File: config.mk
export PLATFORM = sky130hd
export DESIGN_NAME = at_response_parser_unit
export DESIGN_NICKNAME = d
export VERILOG_FILES = /design/src/hw/rtl/arp_pkg.sv /design/src/hw/rtl/arp_classifier.sv /design/src/hw/rtl/arp_queue.sv /design/src/hw/rtl/arp_engine.sv /design/src/hw/rtl/at_response_parser_unit.sv
export SDC_FILE = /design/constraint.sdc
export NUM_CORES = 1
export LEC_CHECK = 0
export BUFFER_PORTS_ARGS = -buffer_cell sky130_fd_sc_hd__buf_2
export CAP_MARGIN = 20
export CELL_PAD_IN_SITES_DETAIL_PLACEMENT = 1
export CELL_PAD_IN_SITES_GLOBAL_PLACEMENT = 1
export CORE_ASPECT_RATIO = 0.5
export CORE_MARGIN = 2
export CORE_UTILIZATION = 40
export CTS_CLUSTER_SIZE = 30
export DETAILED_ROUTE_END_ITERATION = 7
export PLACE_DENSITY = 0.85
export SKIP_CTS_REPAIR_TIMING = 1
export SYNTH_ARGS = -nofsm -noshare
export SYNTH_HDL_FRONTEND = slang
export SYNTH_SLANG_ARGS = --single-unit
export TNS_END_PERCENT = 10
File: constraint.sdc
create_clock -name clk -period 2.1 [get_ports clk]
set_input_delay 0.315 -clock clk [delete_from_list [all_inputs] [get_ports clk]]
set_output_delay 0.315 -clock clk [all_outputs]
set_load 0.01 [all_outputs]
File: src/hw/rtl/arp_pkg.sv
// Shared types and constants for the AT response parser.
// Character class word, status codes, counter caps. No dependencies.
package arp_pkg;

    // Response status codes
    localparam logic [1:0] STATUS_NOT_READY = 2'd0;
    localparam logic [1:0] STATUS_OK        = 2'd1;
    localparam logic [1:0] STATUS_ERR       = 2'd2;

    // Characters of interest
    localparam logic [7:0] CH_CR    = 8'd13;
    localparam logic [7:0] CH_LF    = 8'd10;
    localparam logic [7:0] CH_O     = 8'h4F;
    localparam logic [7:0] CH_K     = 8'h4B;
    localparam logic [7:0] CH_E     = 8'h45;
    localparam logic [7:0] CH_R     = 8'h52;
    localparam logic [7:0] CH_PLUS  = 8'h2B;
    localparam logic [7:0] PRINT_LO = 8'd32;
    localparam logic [7:0] PRINT_HI = 8'd126;

    // Counter saturation points
    localparam int MAX_LINES    = 256;
    localparam int MAX_LINE_LEN = 256;
    localparam int LINE_CAP_INT = (MAX_LINES - 1) < 255 ? (MAX_LINES - 1) : 255;
    localparam int COL_CAP_INT  = (MAX_LINE_LEN - 1) < 255 ? (MAX_LINE_LEN - 1) : 255;
    localparam logic [7:0] LINE_CAP = 8'(LINE_CAP_INT);
    localparam logic [7:0] COL_CAP  = 8'(COL_CAP_INT);

    // Decoupling queue between classifier and engine
    localparam int QUEUE_DEPTH = 2;
    localparam int QPTR_W      = $clog2(QUEUE_DEPTH);
    localparam int QCNT_W      = $clog2(QUEUE_DEPTH + 1);

    // One classified byte: flags for every class the recognizer tests
    typedef struct packed {
        logic is_cr;
        logic is_lf;
        logic is_o;
        logic is_k;
        logic is_e;
        logic is_r;
        logic is_plus;
        logic is_print;
    } arp_class_t;

    // Queue handshake towards the engine
    typedef struct packed {
        logic valid;
        logic pop;
    } arp_qctl_t;

endpackage

File: src/hw/rtl/arp_classifier.sv
// Front end: decodes a received byte into its character class word.
// Depends on arp_pkg.
module arp_classifier (
    input  logic [7:0]          rx_byte,
    output arp_pkg::arp_class_t cls
);

    always_comb
    begin
        cls.is_cr    = (rx_byte == arp_pkg::CH_CR);
        cls.is_lf    = (rx_byte == arp_pkg::CH_LF);
        cls.is_o     = (rx_byte == arp_pkg::CH_O);
        cls.is_k     = (rx_byte == arp_pkg::CH_K);
        cls.is_e     = (rx_byte == arp_pkg::CH_E);
        cls.is_r     = (rx_byte == arp_pkg::CH_R);
        cls.is_plus  = (rx_byte == arp_pkg::CH_PLUS);
        cls.is_print = (rx_byte >= arp_pkg::PRINT_LO) && (rx_byte <= arp_pkg::PRINT_HI);
    end

endmodule

File: src/hw/rtl/arp_queue.sv
// Short FIFO of class words between the classifier and the engine.
// Depends on arp_pkg.
module arp_queue (
    input  logic                clk,
    input  logic                rst_n,
    input  logic                push,
    input  arp_pkg::arp_class_t push_data,
    output logic                not_full,
    input  logic                pop,
    output logic                not_empty,
    output arp_pkg::arp_class_t pop_data
);

    arp_pkg::arp_class_t                mem_reg [arp_pkg::QUEUE_DEPTH];
    logic [arp_pkg::QPTR_W-1:0]         wr_ptr_reg, wr_ptr_next;
    logic [arp_pkg::QPTR_W-1:0]         rd_ptr_reg, rd_ptr_next;
    logic [arp_pkg::QCNT_W-1:0]         count_reg, count_next;

    localparam logic [arp_pkg::QCNT_W-1:0] DEPTH_C = arp_pkg::QCNT_W'(arp_pkg::QUEUE_DEPTH);
    localparam logic [arp_pkg::QPTR_W-1:0] LAST_C  =
        arp_pkg::QPTR_W'(arp_pkg::QUEUE_DEPTH - 1);

    assign not_full  = (count_reg != DEPTH_C);
    assign not_empty = (count_reg != '0);
    assign pop_data  = mem_reg[rd_ptr_reg];

    always_comb
    begin
        wr_ptr_next = wr_ptr_reg;
        rd_ptr_next = rd_ptr_reg;
        count_next  = count_reg;
        if (push)
        begin
            wr_ptr_next = (wr_ptr_reg == LAST_C) ? '0 : wr_ptr_reg + 1'b1;
        end
        if (pop)
        begin
            rd_ptr_next = (rd_ptr_reg == LAST_C) ? '0 : rd_ptr_reg + 1'b1;
        end
        if (push && !pop)
        begin
            count_next = count_reg + 1'b1;
        end
        else if (pop && !push)
        begin
            count_next = count_reg - 1'b1;
        end
    end

    always_ff @(posedge clk or negedge rst_n)
    begin
        if (!rst_n)
        begin
            wr_ptr_reg <= '0;
            rd_ptr_reg <= '0;
            count_reg  <= '0;
        end
        else
        begin
            wr_ptr_reg <= wr_ptr_next;
            rd_ptr_reg <= rd_ptr_next;
            count_reg  <= count_next;
        end
    end

    always_ff @(posedge clk)
    begin
        if (push)
        begin
            mem_reg[wr_ptr_reg] <= push_data;
        end
    end

endmodule

File: src/hw/rtl/arp_engine.sv
// Back end: response recognizer, line/column counters and output register.
// Depends on arp_pkg.
module arp_engine (
    input  logic                clk,
    input  logic                rst_n,
    input  logic                q_valid,
    input  arp_pkg::arp_class_t cls,
    output arp_pkg::arp_qctl_t  qctl,
    output logic                out_valid,
    input  logic                out_ready,
    output logic [1:0]          status,
    output logic [7:0]          line_index,
    output logic [7:0]          column
);

    localparam logic [4:0] S_WAIT_CR  = 5'd0;
    localparam logic [4:0] S_LF0      = 5'd1;
    localparam logic [4:0] S_REPLY0   = 5'd2;
    localparam logic [4:0] S_OK_K     = 5'd3;
    localparam logic [4:0] S_END_CR   = 5'd4;
    localparam logic [4:0] S_END_LF   = 5'd5;
    localparam logic [4:0] S_DONE     = 5'd6;
    localparam logic [4:0] S_ERR_R1   = 5'd7;
    localparam logic [4:0] S_ERR_R2   = 5'd8;
    localparam logic [4:0] S_ERR_O    = 5'd9;
    localparam logic [4:0] S_ERR_R3   = 5'd10;
    localparam logic [4:0] S_ERR_CR   = 5'd11;
    localparam logic [4:0] S_PLUS_TXT = 5'd12;
    localparam logic [4:0] S_PLUS_LF  = 5'd13;
    localparam logic [4:0] S_PLUS_NXT = 5'd14;
    localparam logic [4:0] S_TAIL_LF  = 5'd15;
    localparam logic [4:0] S_REPLY1   = 5'd16;

    logic [4:0] state_reg, state_next;
    logic [7:0] line_reg, line_next;
    logic [7:0] col_reg, col_next;
    logic [1:0] status_reg, status_next;
    logic       out_valid_reg;
    logic       pop;

    assign pop        = q_valid && (!out_valid_reg || out_ready);
    assign qctl.valid = q_valid;
    assign qctl.pop   = pop;

    assign out_valid  = out_valid_reg;
    assign status     = status_reg;
    assign line_index = line_reg;
    assign column     = col_reg;

    always_comb
    begin
        state_next  = state_reg;
        line_next   = line_reg;
        col_next    = col_reg;
        status_next = arp_pkg::STATUS_ERR;
        case (state_reg)
            S_WAIT_CR:
            begin
                status_next = arp_pkg::STATUS_NOT_READY;
                if (cls.is_cr) state_next = S_LF0;
            end
            S_LF0:
            begin
                if (cls.is_lf)
                begin
                    state_next  = S_REPLY0;
                    status_next = arp_pkg::STATUS_NOT_READY;
                end
            end
            S_REPLY0, S_REPLY1:
            begin
                if (cls.is_o)
                begin
                    state_next  = S_OK_K;
                    status_next = arp_pkg::STATUS_NOT_READY;
                end
                else if (cls.is_e)
                begin
                    state_next  = S_ERR_R1;
                    status_next = arp_pkg::STATUS_NOT_READY;
                end
                else if (cls.is_plus && state_reg == S_REPLY0)
                begin
                    state_next  = S_PLUS_TXT;
                    status_next = arp_pkg::STATUS_NOT_READY;
                end
            end
            S_OK_K:
            begin
                if (cls.is_k)
                begin
                    state_next  = S_END_CR;
                    status_next = arp_pkg::STATUS_NOT_READY;
                end
            end
            S_END_CR, S_ERR_CR:
            begin
                if (cls.is_cr)
                begin
                    state_next  = S_END_LF;
                    status_next = arp_pkg::STATUS_NOT_READY;
                end
            end
            S_END_LF:
            begin
                if (cls.is_lf)
                begin
                    state_next  = S_DONE;
                    status_next = arp_pkg::STATUS_OK;
                end
            end
            S_DONE:
            begin
                status_next = arp_pkg::STATUS_OK;
            end
            S_ERR_R1, S_ERR_R2, S_ERR_R3:
            begin
                if (cls.is_r)
                begin
                    state_next  = (state_reg == S_ERR_R1) ? S_ERR_R2 :
                                  (state_reg == S_ERR_R2) ? S_ERR_O : S_ERR_CR;
                    status_next = arp_pkg::STATUS_NOT_READY;
                end
            end
            S_ERR_O:
            begin
                if (cls.is_o)
                begin
                    state_next  = S_ERR_R3;
                    status_next = arp_pkg::STATUS_NOT_READY;
                end
            end
            S_PLUS_TXT:
            begin
                if (cls.is_print)
                begin
                    status_next = arp_pkg::STATUS_NOT_READY;
                    if (col_reg < arp_pkg::COL_CAP) col_next = col_reg + 8'd1;
                end
                else if (cls.is_cr)
                begin
                    status_next = arp_pkg::STATUS_NOT_READY;
                    col_next    = 8'd0;
                    state_next  = S_PLUS_LF;
                end
            end
            S_PLUS_LF:
            begin
                if (cls.is_lf)
                begin
                    state_next  = S_PLUS_NXT;
                    status_next = arp_pkg::STATUS_NOT_READY;
                end
            end
            S_PLUS_NXT:
            begin
                if (cls.is_cr)
                begin
                    state_next  = S_TAIL_LF;
                    status_next = arp_pkg::STATUS_NOT_READY;
                end
                else if (cls.is_plus)
                begin
                    state_next  = S_PLUS_TXT;
                    status_next = arp_pkg::STATUS_NOT_READY;
                    if (line_reg < arp_pkg::LINE_CAP) line_next = line_reg + 8'd1;
                end
            end
            S_TAIL_LF:
            begin
                if (cls.is_lf)
                begin
                    state_next  = S_REPLY1;
                    status_next = arp_pkg::STATUS_NOT_READY;
                end
            end
            default:
            begin
                status_next = arp_pkg::STATUS_ERR;
            end
        endcase
    end

    always_ff @(posedge clk or negedge rst_n)
    begin
        if (!rst_n)
        begin
            state_reg     <= S_WAIT_CR;
            line_reg      <= 8'd0;
            col_reg       <= 8'd0;
            out_valid_reg <= 1'b0;
        end
        else
        begin
            if (pop)
            begin
                state_reg <= state_next;
                line_reg  <= line_next;
                col_reg   <= col_next;
            end
            if (pop)
            begin
                out_valid_reg <= 1'b1;
            end
            else if (out_ready)
            begin
                out_valid_reg <= 1'b0;
            end
        end
    end

    always_ff @(posedge clk)
    begin
        if (pop)
        begin
            status_reg <= status_next;
        end
    end

endmodule

File: src/hw/rtl/at_response_parser_unit.sv
// Top level of the AT response parser: classifier, queue and engine.
// Depends on arp_pkg, arp_classifier, arp_queue, arp_engine.
//
// Recognizes modem AT responses one received byte per word: CR LF, then
// OK / ERROR, or one or more '+' lines of printable text each closed by
// CR LF, then CR LF and OK / ERROR. Every input word gives exactly one
// output word carrying a status (0 not ready, 1 ready ok, 2 malformed
// byte, in which case nothing changes), the current '+' line index and the
// column count of the current line; both counters saturate at 255. After
// the closing LF the block answers "ready ok" to every byte until reset,
// whether the reply was OK or ERROR. Throughput is one byte per clock,
// sustained while out_ready is high: the classifier decodes in_valid
// words straight into a two-entry queue, and the engine pops one class
// word per cycle whenever its output register is empty or being taken.
// A word accepted into the queue is popped into the output register,
// raising out_valid, once that register is empty or being taken.
// in_ready drops only when the queue is full, i.e. after output stalls.
module at_response_parser_unit (
    input  logic       clk,
    input  logic       rst_n,
    input  logic       in_valid,
    output logic       in_ready,
    input  logic [7:0] rx_byte,
    output logic       out_valid,
    input  logic       out_ready,
    output logic [1:0] status,
    output logic [7:0] line_index,
    output logic [7:0] column
);

    arp_pkg::arp_class_t in_cls;
    arp_pkg::arp_class_t q_cls;
    arp_pkg::arp_qctl_t  qctl;
    logic                q_valid;
    logic                push;

    assign push = in_valid && in_ready;

    // Front: byte -> class word
    arp_classifier u_classifier (
        .rx_byte (rx_byte),
        .cls     (in_cls)
    );

    // Decoupling queue
    arp_queue u_queue (
        .clk       (clk),
        .rst_n     (rst_n),
        .push      (push),
        .push_data (in_cls),
        .not_full  (in_ready),
        .pop       (qctl.pop),
        .not_empty (q_valid),
        .pop_data  (q_cls)
    );

    // Back: recognizer and output register
    arp_engine u_engine (
        .clk        (clk),
        .rst_n      (rst_n),
        .q_valid    (q_valid),
        .cls        (q_cls),
        .qctl       (qctl),
        .out_valid  (out_valid),
        .out_ready  (out_ready),
        .status     (status),
        .line_index (line_index),
        .column     (column)
    );

    // Line index only moves when the engine consumes a word
    a_line_moves_on_pop: assert property (@(posedge clk) disable iff (!rst_n)
        $past(rst_n) && (line_index != $past(line_index)) |-> $past(qctl.pop))
        else $error("line_index changed without a queue pop");

    // Line index never goes backwards outside reset
    a_line_monotonic: assert property (@(posedge clk) disable iff (!rst_n)
        $past(rst_n) |-> (line_index >= $past(line_index)))
        else $error("line_index decreased");

    // Output drains when taken and nothing is queued
    a_out_drains: assert property (@(posedge clk) disable iff (!rst_n)
        out_valid && out_ready && !qctl.valid |=> !out_valid)
        else $error("output word repeated");

    // Pop happens exactly when queue holds data and output can advance
    a_pop_rule: assert property (@(posedge clk) disable iff (!rst_n)
        qctl.pop == (qctl.valid && (!out_valid || out_ready)))
        else $error("queue pop rule violated");

endmodule
Word-level counts from Yosys, hierarchy flattened
Memories as Yosys holds them, arrays and structs flattened.
Index checks and enable logic that the tools add are counted.

storage, ports and cells
  logic and storage cells = 124
  bits in latches = 0
  memories kept = 1
  bits in registers = 28
  ROM bits = 0
  input bits = 12
  output and inout bits = 20
  RAM bits = 16

cells by class
  reduce and logical (&&, ||, !) cells = 23
  $mul = 0
  $lt $le $gt $ge = 4
  eq/ne operators = 38
  shift-type cells = 0
  divide/modulo/power cells = 0
  $add $sub $neg = 6
  bitwise gates (word level) = 1
  multiplexer cells = 43

memories
  memory           words  width  rd ports  clocked after Yosys merged registers in  write ports  line             text
  u_queue.mem_reg  2      8      1         0                                        1            arp_queue.sv:14  arp_pkg::arp_class_t mem_reg [arp_pkg::QUEUE_DEPTH];

operators with widths
  cell                                                 number
  2-to-1 mux 5 bit                                     17
  one-hot mux 5 bit (12 select lines)                  1
  equality test 5 x 4 -> 1 bit, second input constant  8
  equality test 8 x 7 -> 1 bit, second input constant  4
  2-to-1 mux 2 bit                                     15
  2-to-1 mux 8 bit                                     3
  != test 2 bit, second input constant                 12
  one-hot mux 2 bit (11 select lines)                  1
  equality test 5 x 3 -> 1 bit, second input constant  4
  adder 8 x 1 -> 8 bit, second input constant          2
  equality test 8 x 4 -> 1 bit, second input constant  2
  < comparator 8 bit, second input constant            2
  AND reduction 15 bit                                 1
  nonzero test 12 bit                                  1
  equality test 5 x 2 -> 1 bit, second input constant  2
  equality test 8 x 6 -> 1 bit, second input constant  1
  >= comparator 8 x 6 -> 1 bit, second input constant  1
  <= comparator 8 x 7 -> 1 bit, second input constant  1
  nonzero test 2 bit                                   4
  logical AND 1 bit                                    6
  2-to-1 mux 1 bit                                     6
  OR reduction 3 bit                                   2
  equality test 5 x 1 -> 1 bit, second input constant  1
  equality test 5 bit, second input constant           1
  13 further kinds                                     17

Longest topological paths before layout
Gate-level depths: netlist of run 1.

  depth in word-level cells = 6
  depth in mapped cells = 8
  depth with buffers taken out = 7

Hierarchy
A second synthesis of run 1 with hierarchy kept.

unflattened totals
  cell total of the unflattened synthesis = 243
  area total of the unflattened synthesis = 2,557.5 sq um

modules (own cells, without submodules)
  module                   cells each  area each (sq um)  sequential area each (sq um)  times used
  arp_engine               182         1,614.0            610.6                         1
  arp_queue                41          800.8              580.6                         1
  arp_classifier           19          136.4              0.0                           1
  at_response_parser_unit  1           6.3                0.0                           1

Worst setup path after synthesis of run 1
OpenSTA, ideal clock, no wires.

  path kind = register to register
  start point = reg u_engine.state_reg[2]
  end point = reg u_engine.state_reg[2]
  setup time = 119 ps
  path buffers = 1
  data arrival time = 1,852 ps
  data required time = 1,981 ps
  path slack = 129 ps
  clock period less this slack = 1,971 ps
  cell stages (with the launch flop) = 8
  cell sequence = dfrtp_1 -> buf_6 -> or3_4 -> a211oi_2 -> nand4_1 -> nor4_4 -> o221ai_2 -> o21a_1

on the way
  longest elaborated chain between the ends = 4
  elaborated cells on any way between the ends = 36
  those cells by class = 28 x eq/ne; 1 x mux; 7 x reduce/logical

ends and longest elaborated chain
  item                                                                line               text
  start: declaration                                                  arp_engine.sv:34   logic [4:0] state_reg, state_next;
  start signal: assignment                                            arp_engine.sv:197  state_reg <= state_next;
  equality test 5 x 4 -> 1 bit, or another cell as far along          arp_engine.sv:56   case (state_reg)
  OR reduction 3 bit, or another cell as far along                    arp_engine.sv:56
  nonzero test 12 bit (no source line), or another cell as far along  --
  AND reduction 15 bit (no source line)                               --

Several ways; a longest one is shown, not always the timed one.
A chain may end at the register's enable or synchronous reset.

Worst setup path after layout of run 1
  start point = reg u_engine.state_reg[0]
  end point = reg u_engine.state_reg[1]

on the way
  longest elaborated chain between the ends = 5
  elaborated cells on any way between the ends = 39
  those cells by class = 28 x eq/ne; 4 x mux; 7 x reduce/logical

ends and longest elaborated chain
  item                                 line                                 text
  equality test 5 x 4 -> 1 bit         arp_engine.sv:56, arp_engine.sv:121
  2-to-1 mux 2 bit                     arp_engine.sv:121                    (state_reg == S_ERR_R2) ? S_ERR_O : S_ERR_CR;
  2-to-1 mux 5 bit                     arp_engine.sv:120                    state_next = (state_reg == S_ERR_R1) ? S_ERR_R2 :
  2-to-1 mux 5 bit                     arp_engine.sv:118                    if (cls.is_r)
  one-hot mux 5 bit (12 select lines)  arp_engine.sv:56

Several ways; a longest one is shown, not always the timed one. The select of a mux whose other input is x is not followed.

==> results of run 1 <==
## area by class of cell
cell class                 instances  share of cell area [%]
clock buffer                       5                    4.14
timing repair buffer              58                    11.9
multi-input combinational        177                    40.0
sequential                        44                    39.4
clock inverter                     3                   0.455
tap                               77                    3.19
inverter                           8                   0.993
## per-layer routing
| layer | up-vias | GRT usage [%] | share of wire [%] |
|---|---|---|---|
| met1 | 1026 | 26.2 | 45 |
| met5 | - | 0 | 0 |
| met2 | 54 | 36.2 | 50 |
| met3 | 7 | 3.68 | 4.1 |
| met4 | 0 | 4.13 | 0.91 |
| li1 | 996 | - | - |
## metrics by stage
step           cells  utilization (%)  cell area [µm²]  setup slack [ns]
2_1_floorplan    241                -             2460             0.129
3_3_place_gp     362             47.2             2840            0.0880
3_5_place_dp     362             47.2             2840           -0.0412
4_1_cts          370             49.5             2980           -0.0969
5_1_grt          372             50.4             3020           -0.0996
6_report         372             50.4             3020           -0.0272
## critical path: cells and delay by family (launching register included)
kind / cells / cell delay (ns)
buffers and inverters: 2 / 0.30
and+or+nand+nor: 4 / 1.12
AOI/OAI and AO/OA: 2 / 0.18
DFF: 1 / 0.39
## cells in the mapped netlist, types with 2 or more instances
cell | count | area, µm²
buf_6 | 2 | 22.5
nand4_1 | 8 | 50.1
ha_1 | 3 | 37.5
inv_1 | 8 | 30.0
nand2b_1 | 11 | 68.8
nand3_1 | 11 | 55.1
edfxtp_1 | 18 | 541
nor2_1 | 23 | 86.3
dfrtp_1 | 26 | 651
xnor2_1 | 8 | 70.1
nand2_1 | 11 | 41.3
nor2b_1 | 3 | 18.8
o21a_1 | 2 | 15.0
a31oi_1 | 4 | 25.0
or3_1 | 3 | 18.8
nor4b_1 | 2 | 17.5
nand4b_1 | 2 | 17.5
a21oi_1 | 5 | 25.0
mux2i_1 | 2 | 20.0
clkbuf_1 | 9 | 33.8
nand3b_1 | 4 | 30.0
and3_1 | 5 | 31.3
xor2_1 | 4 | 35.0
o21ai_0 | 20 | 100
or3b_2 | 3 | 26.3
mux2_2 | 4 | 45.0
o32ai_1 | 2 | 17.5
o31ai_1 | 5 | 37.5
nor3_1 | 9 | 45.0
and3b_1 | 2 | 17.5
## worst paths after layout
kind / endpoint / cells after the start
worst max register to register: u_engine.state_reg[1]$_DFFE_PN0P_ / 8
worst min register to register: u_engine.line_index[4]$_DFFE_PN0P_ / 1
max in group asynchronous: u_engine.out_valid$_DFFE_PN0P_ / 1
worst min-delay path: u_engine.state_reg[4]$_DFFE_PN0P_ / 1
worst max-delay path: u_engine.state_reg[1]$_DFFE_PN0P_ / 8
min in group clk: u_engine.out_valid$_DFFE_PN0P_ / 3
## power breakdown
group / switching [mW] / internal, mW
Clock: 0.319 / 0.432
Combinational: 1.17 / 0.950
Sequential: 0.193 / 1.15
Total: 1.69 / 2.53
## cell families (layout without fill, tap and decap cells)
kind of cell | count (synthesis) | in the layout | synth area share (%)
muxes | 8 | 8 | 3.82
DFF | 44 | 44 | 48.4
adders and majority gates | 3 | 3 | 1.53
xor gates and xnor gates | 12 | 12 | 4.27
AOI/OAI and AO/OA | 50 | 50 | 13.9
buffers and inverters | 20 | 74 | 3.71
and+or+nand+nor | 104 | 104 | 24.3
==> results.yml, run 1 <==
layout:
  largest_register_ffs: 16
  nFillCells: 687
  drive_gt1_share_pct: 29.5
  fin_nets: 309
  seqCellArea_um2: 1190
  diodes: 0
  final_common_cell: "buf_2"
  final_cell_mix: "buf_2, dfrtp_1, buf_4"
  area_growth_pct: 23.0
  multi_input_area_um2: 1210
yosys:
  yosysUniqueCellTypes: 52
  syn_inst: 241
  yosysWarnings: 0
  syn_area_um2: 2460
  synth-seq-cells: 44
  synthArstFlopShare_pct: 59.1
  synth-edff-count: 18
  synth_flop_cell: "dfrtp_1"
  avgSynthCellArea_um2: 10.2
  seq_area_frac_synth_pct: 48.4
  syn_nets: 256
setup_path:
  start_kind: "flop"
  crit_path_end_kind: "flop"
  cp_max_fo: 5
  cp_slowest_cell: "or4b_1"
  critPathArrivalTime_ns: 2.27
  path_cells: "or3_4 -> buf_4 -> or4b_1 -> nand4_1 -> nor4_4 -> buf_6 -> a21oi_2 -> a41oi_2"
  r2r_start: "u_engine.state_reg[0]$_DFFE_PN0P_"
  crit_path_max_incr_delay_ns: 0.47
  cp-startpoint: "u_engine.state_reg[0]$_DFFE_PN0P_"
  regToRegSetupSlack_ns: -0.03
  required_ns: 2.24
  worstSetupPathType: "flop to flop"
timing:
  fin_setup_tns_ns: -0.0514
  hold_viol_final: 0
  hold_ws_ns: 0.0401
  skew_ns: 0.00730
  setup_slack_ns: -0.0272
  min_period_ns: 2.13
  worst_slew_pin_slew_ns: 0.634
  fin_crit_sh_pct: 101
  fmax_mhz: 470
  setup_viol: 2
  maxSlewHeadroom_pct: 57.3
  rsz0062_at_grt: "true"
  drv_slew: 0
die:
  core_um2: 6010
  initial_utilization_pct: 40.9
  die-area_um2: 6830
  die_y_um: 59.4
  ioPinCount: 32
  rows: 20
  fp.dieW_um: 115
placement:
  gp_congestion: 0.905
  numPortBuffers: 31
  dpl.hpwl_um: 4730
clocking:
  cts.root.buffer_cell: "clkbuf_16"
  clk_path_buf_depth: 2
  insertion_delay_ns: 0.28
  clock_sinks: 44
  cts_tree: "built"
  htree_levels: 2
  numCtsBuffers: 5
  clkTransAtPathRegs_ns: 0.07
routing:
  vias: 2083
  via_per_inst: 5.60
  wl_per_cell_um: 17.5
  route.detailed.drc: 0
  wl_um: 6510
  first_pass_iters: 4
  ant_nets: 0
  drtIter0Drc: 133
power_and_ir_drop:
  leakagePower_nw: 1.26
  total_power_mw: 4.22
  power_density_nw_per_um2: 1390
  peakVddDrop_uv: 432
status:
  status: "finished, violations left"
  violations: "negative setup slack"
global_routing:
  first_global_vias: 2152
  grt_overflow: 0
  antenna_found_initial: 0
  grt_pass1_wl_um: 10800
  track_usage_pct: 20.2
  grt_max_degree: 27
worst_hold_path:
  hp-class: "input port to async pin"
job:
  drv_cap: 0
Note: power is estimated with default switching activity, not from simulation.
==> run 2: changes to the inputs <==
- CORE_UTILIZATION: 40 -> 45
- PLACE_DENSITY: 0.85 -> 0.89
- clock period: 2.1 -> 2.4 ns (I/O delays scaled with it)
==> run 2 against run 1 <==
Against the previous run: the flow now finishes without violations; die area is 11% lower; fmax decreased by 7.2%; non-clock buffer count shrank 16; setup slack improved by 0.13 ns; highest routed layer unchanged; via count shrank 3.5%; sequential share of layout area grew 2.8 points; clock power shrank 31%; clock skew rose by 0.0030 ns; wire length shrank 6.2%; final area decreased by 6.5%.
==> results.yml, run 2 (synthesis gave the netlist of run 1 again) <==
setup_path:
  path_cells: "or3_4 -> a211oi_2 -> nand4_1 -> nor4_4 -> o221ai_2 -> o21a_1"
  crit_path_max_incr_delay_ns: 0.58
  cp_slowest_cell: "nor4_4"
  critical-path-top-delay-family: "simple AND/OR/NAND/NOR gates"
  worstSetupPathType: "flop to flop"
  cp.depth: 6
  cp_max_fo: 10
  critPathArrivalTime_ns: 2.50
  r2r_start: "u_engine.state_reg[0]$_DFFE_PN0P_"
  rr_endpoint: "u_engine.state_reg[2]$_DFFE_PN0P_"
  rr_worst_depth: 6
  required_ns: 2.60
  regToRegSetupSlack_ns: 0.11
  critPathBufInv: 0
  crit_path_end_kind: "flop"
  start_kind: "flop"
die:
  ioPinCount: 32
  die_y_um: 56.3
  rows: 18
  die-area_um2: 6110
  core_um2: 5090
  fp.dieW_um: 109
  initial_utilization_pct: 48.3
clocking:
  clkTransAtPathRegs_ns: 0.08
  cts.root.buffer_cell: "clkbuf_8"
  clock_sinks: 44
  numCtsBuffers: 5
  cts_tree: "built"
  insertion_delay_ns: 0.31
  htree_levels: 2
  clk_path_buf_depth: 2
timing:
  rsz0062_at_grt: "true"
  maxSlewHeadroom_pct: 56.4
  fin_crit_sh_pct: 95.6
  setup_viol: 0
  worst_slew_pin_slew_ns: 0.651
  hold_viol_final: 0
  fmax_mhz: 436
  hold_ws_ns: 0.0551
  fin_setup_tns_ns: 0
  min_period_ns: 2.29
  drv_slew: 0
  skew_ns: 0.0103
  setup_slack_ns: 0.107
layout:
  diodes: 0
  fin_nets: 293
  final_cell_mix: "buf_2, dfrtp_1, nor2_1"
  multi_input_area_um2: 1180
  area_growth_pct: 15.0
  largest_register_ffs: 16
  seqCellArea_um2: 1190
  final_common_cell: "buf_2"
  drive_gt1_share_pct: 23.7
  nFillCells: 598
  final_area_um2: 2830
  stdcell_count: 349
global_routing:
  grt_max_degree: 27
  first_global_vias: 2124
  track_usage_pct: 22.4
  grt_overflow: 0
  grt_pass1_wl_um: 10400
  antenna_found_initial: 0
power_and_ir_drop:
  peakVddDrop_uv: 429
  power_density_nw_per_um2: 1160
  leakagePower_nw: 1.16
routing:
  via_per_inst: 5.76
  ant_nets: 0
  drtIter0Drc: 150
  wl_um: 6110
  first_pass_iters: 4
  route.detailed.drc: 0
  wl_per_cell_um: 17.5
  vias: 2011
worst_hold_path:
  hp-class: "input port to async pin"
job:
  drv_cap: 0
placement:
  dp_cells: 341
  preCtsSetupSlack_ns: 0.159
  placed_area_um2: 2720
  numPortBuffers: 31
  gp_congestion: 0.884
  dpl.hpwl_um: 4510
status:
  status: "complete, no violations"
## run 2: cell types whose count changed in the layout (fill, tap and decap cells not counted), moves of 2 or more
cell,change
clkbuf_16,-5
buf_4,-14
o21ai_1,-2
clkinv_2,-2
o21ai_0,+2
clkbuf_8,+7
## run 2: power breakdown
part	leakage [nW]	switching, mW	internal [mW]
logic	0.607	0.866	0.661
clock network	0.0515	0.255	0.263
registers	0.500	0.230	1.00
## run 2: worst max-delay path by stage
stage	slack [ns]	end	startpoint
after floorplan	0.43	u_engine.state_reg[2]$_DFFE_PN0P_	u_engine.state_reg[2]$_DFFE_PN0P_
after global placement	0.27	u_engine.state_reg[2]$_DFFE_PN0P_	u_queue.rd_ptr_reg$_DFFE_PN0P_
after detailed placement	0.16	u_engine.state_reg[0]$_DFFE_PN0P_	u_queue.rd_ptr_reg$_DFFE_PN0P_
after CTS	0.13	u_engine.line_index[7]$_DFFE_PN0P_	u_queue.rd_ptr_reg$_DFFE_PN0P_
after global routing	-0.02	u_engine.state_reg[2]$_DFFE_PN0P_	u_engine.state_reg[0]$_DFFE_PN0P_
final	0.11	u_engine.state_reg[2]$_DFFE_PN0P_	u_engine.state_reg[0]$_DFFE_PN0P_
## run 2: area by class of cell
type	instances	share of cell area, %
Clock buffer	8	3.54
Sequential cell	44	42.2
Multi-Input combinational cell	177	41.7
Tap cell	70	3.10
Inverter	8	1.06
Timing Repair Buffer	42	8.41
## run 2: metal layers
layer | track usage, % | part of all wire, %
met5 | 0 | 0
met4 | 10.4 | 1.9
met3 | 4.99 | 5.2
met2 | 37.1 | 48
met1 | 28.0 | 45
## run 2: through the flow
step / utilization (%) / power (mW)
global placement: 53.5 / 2.61
floorplan: - / 2.25
CTS: 55.5 / 3.26
global route: 55.6 / 3.51
finish: 55.6 / 3.28
detailed placement: 53.5 / 2.73
## run 2: worst reg2reg max path: cells and delay by family (launching register included)
kind	cells	cell delay, ns
flops	1	0.44
compound gates	3	0.56
simple gates	3	1.20
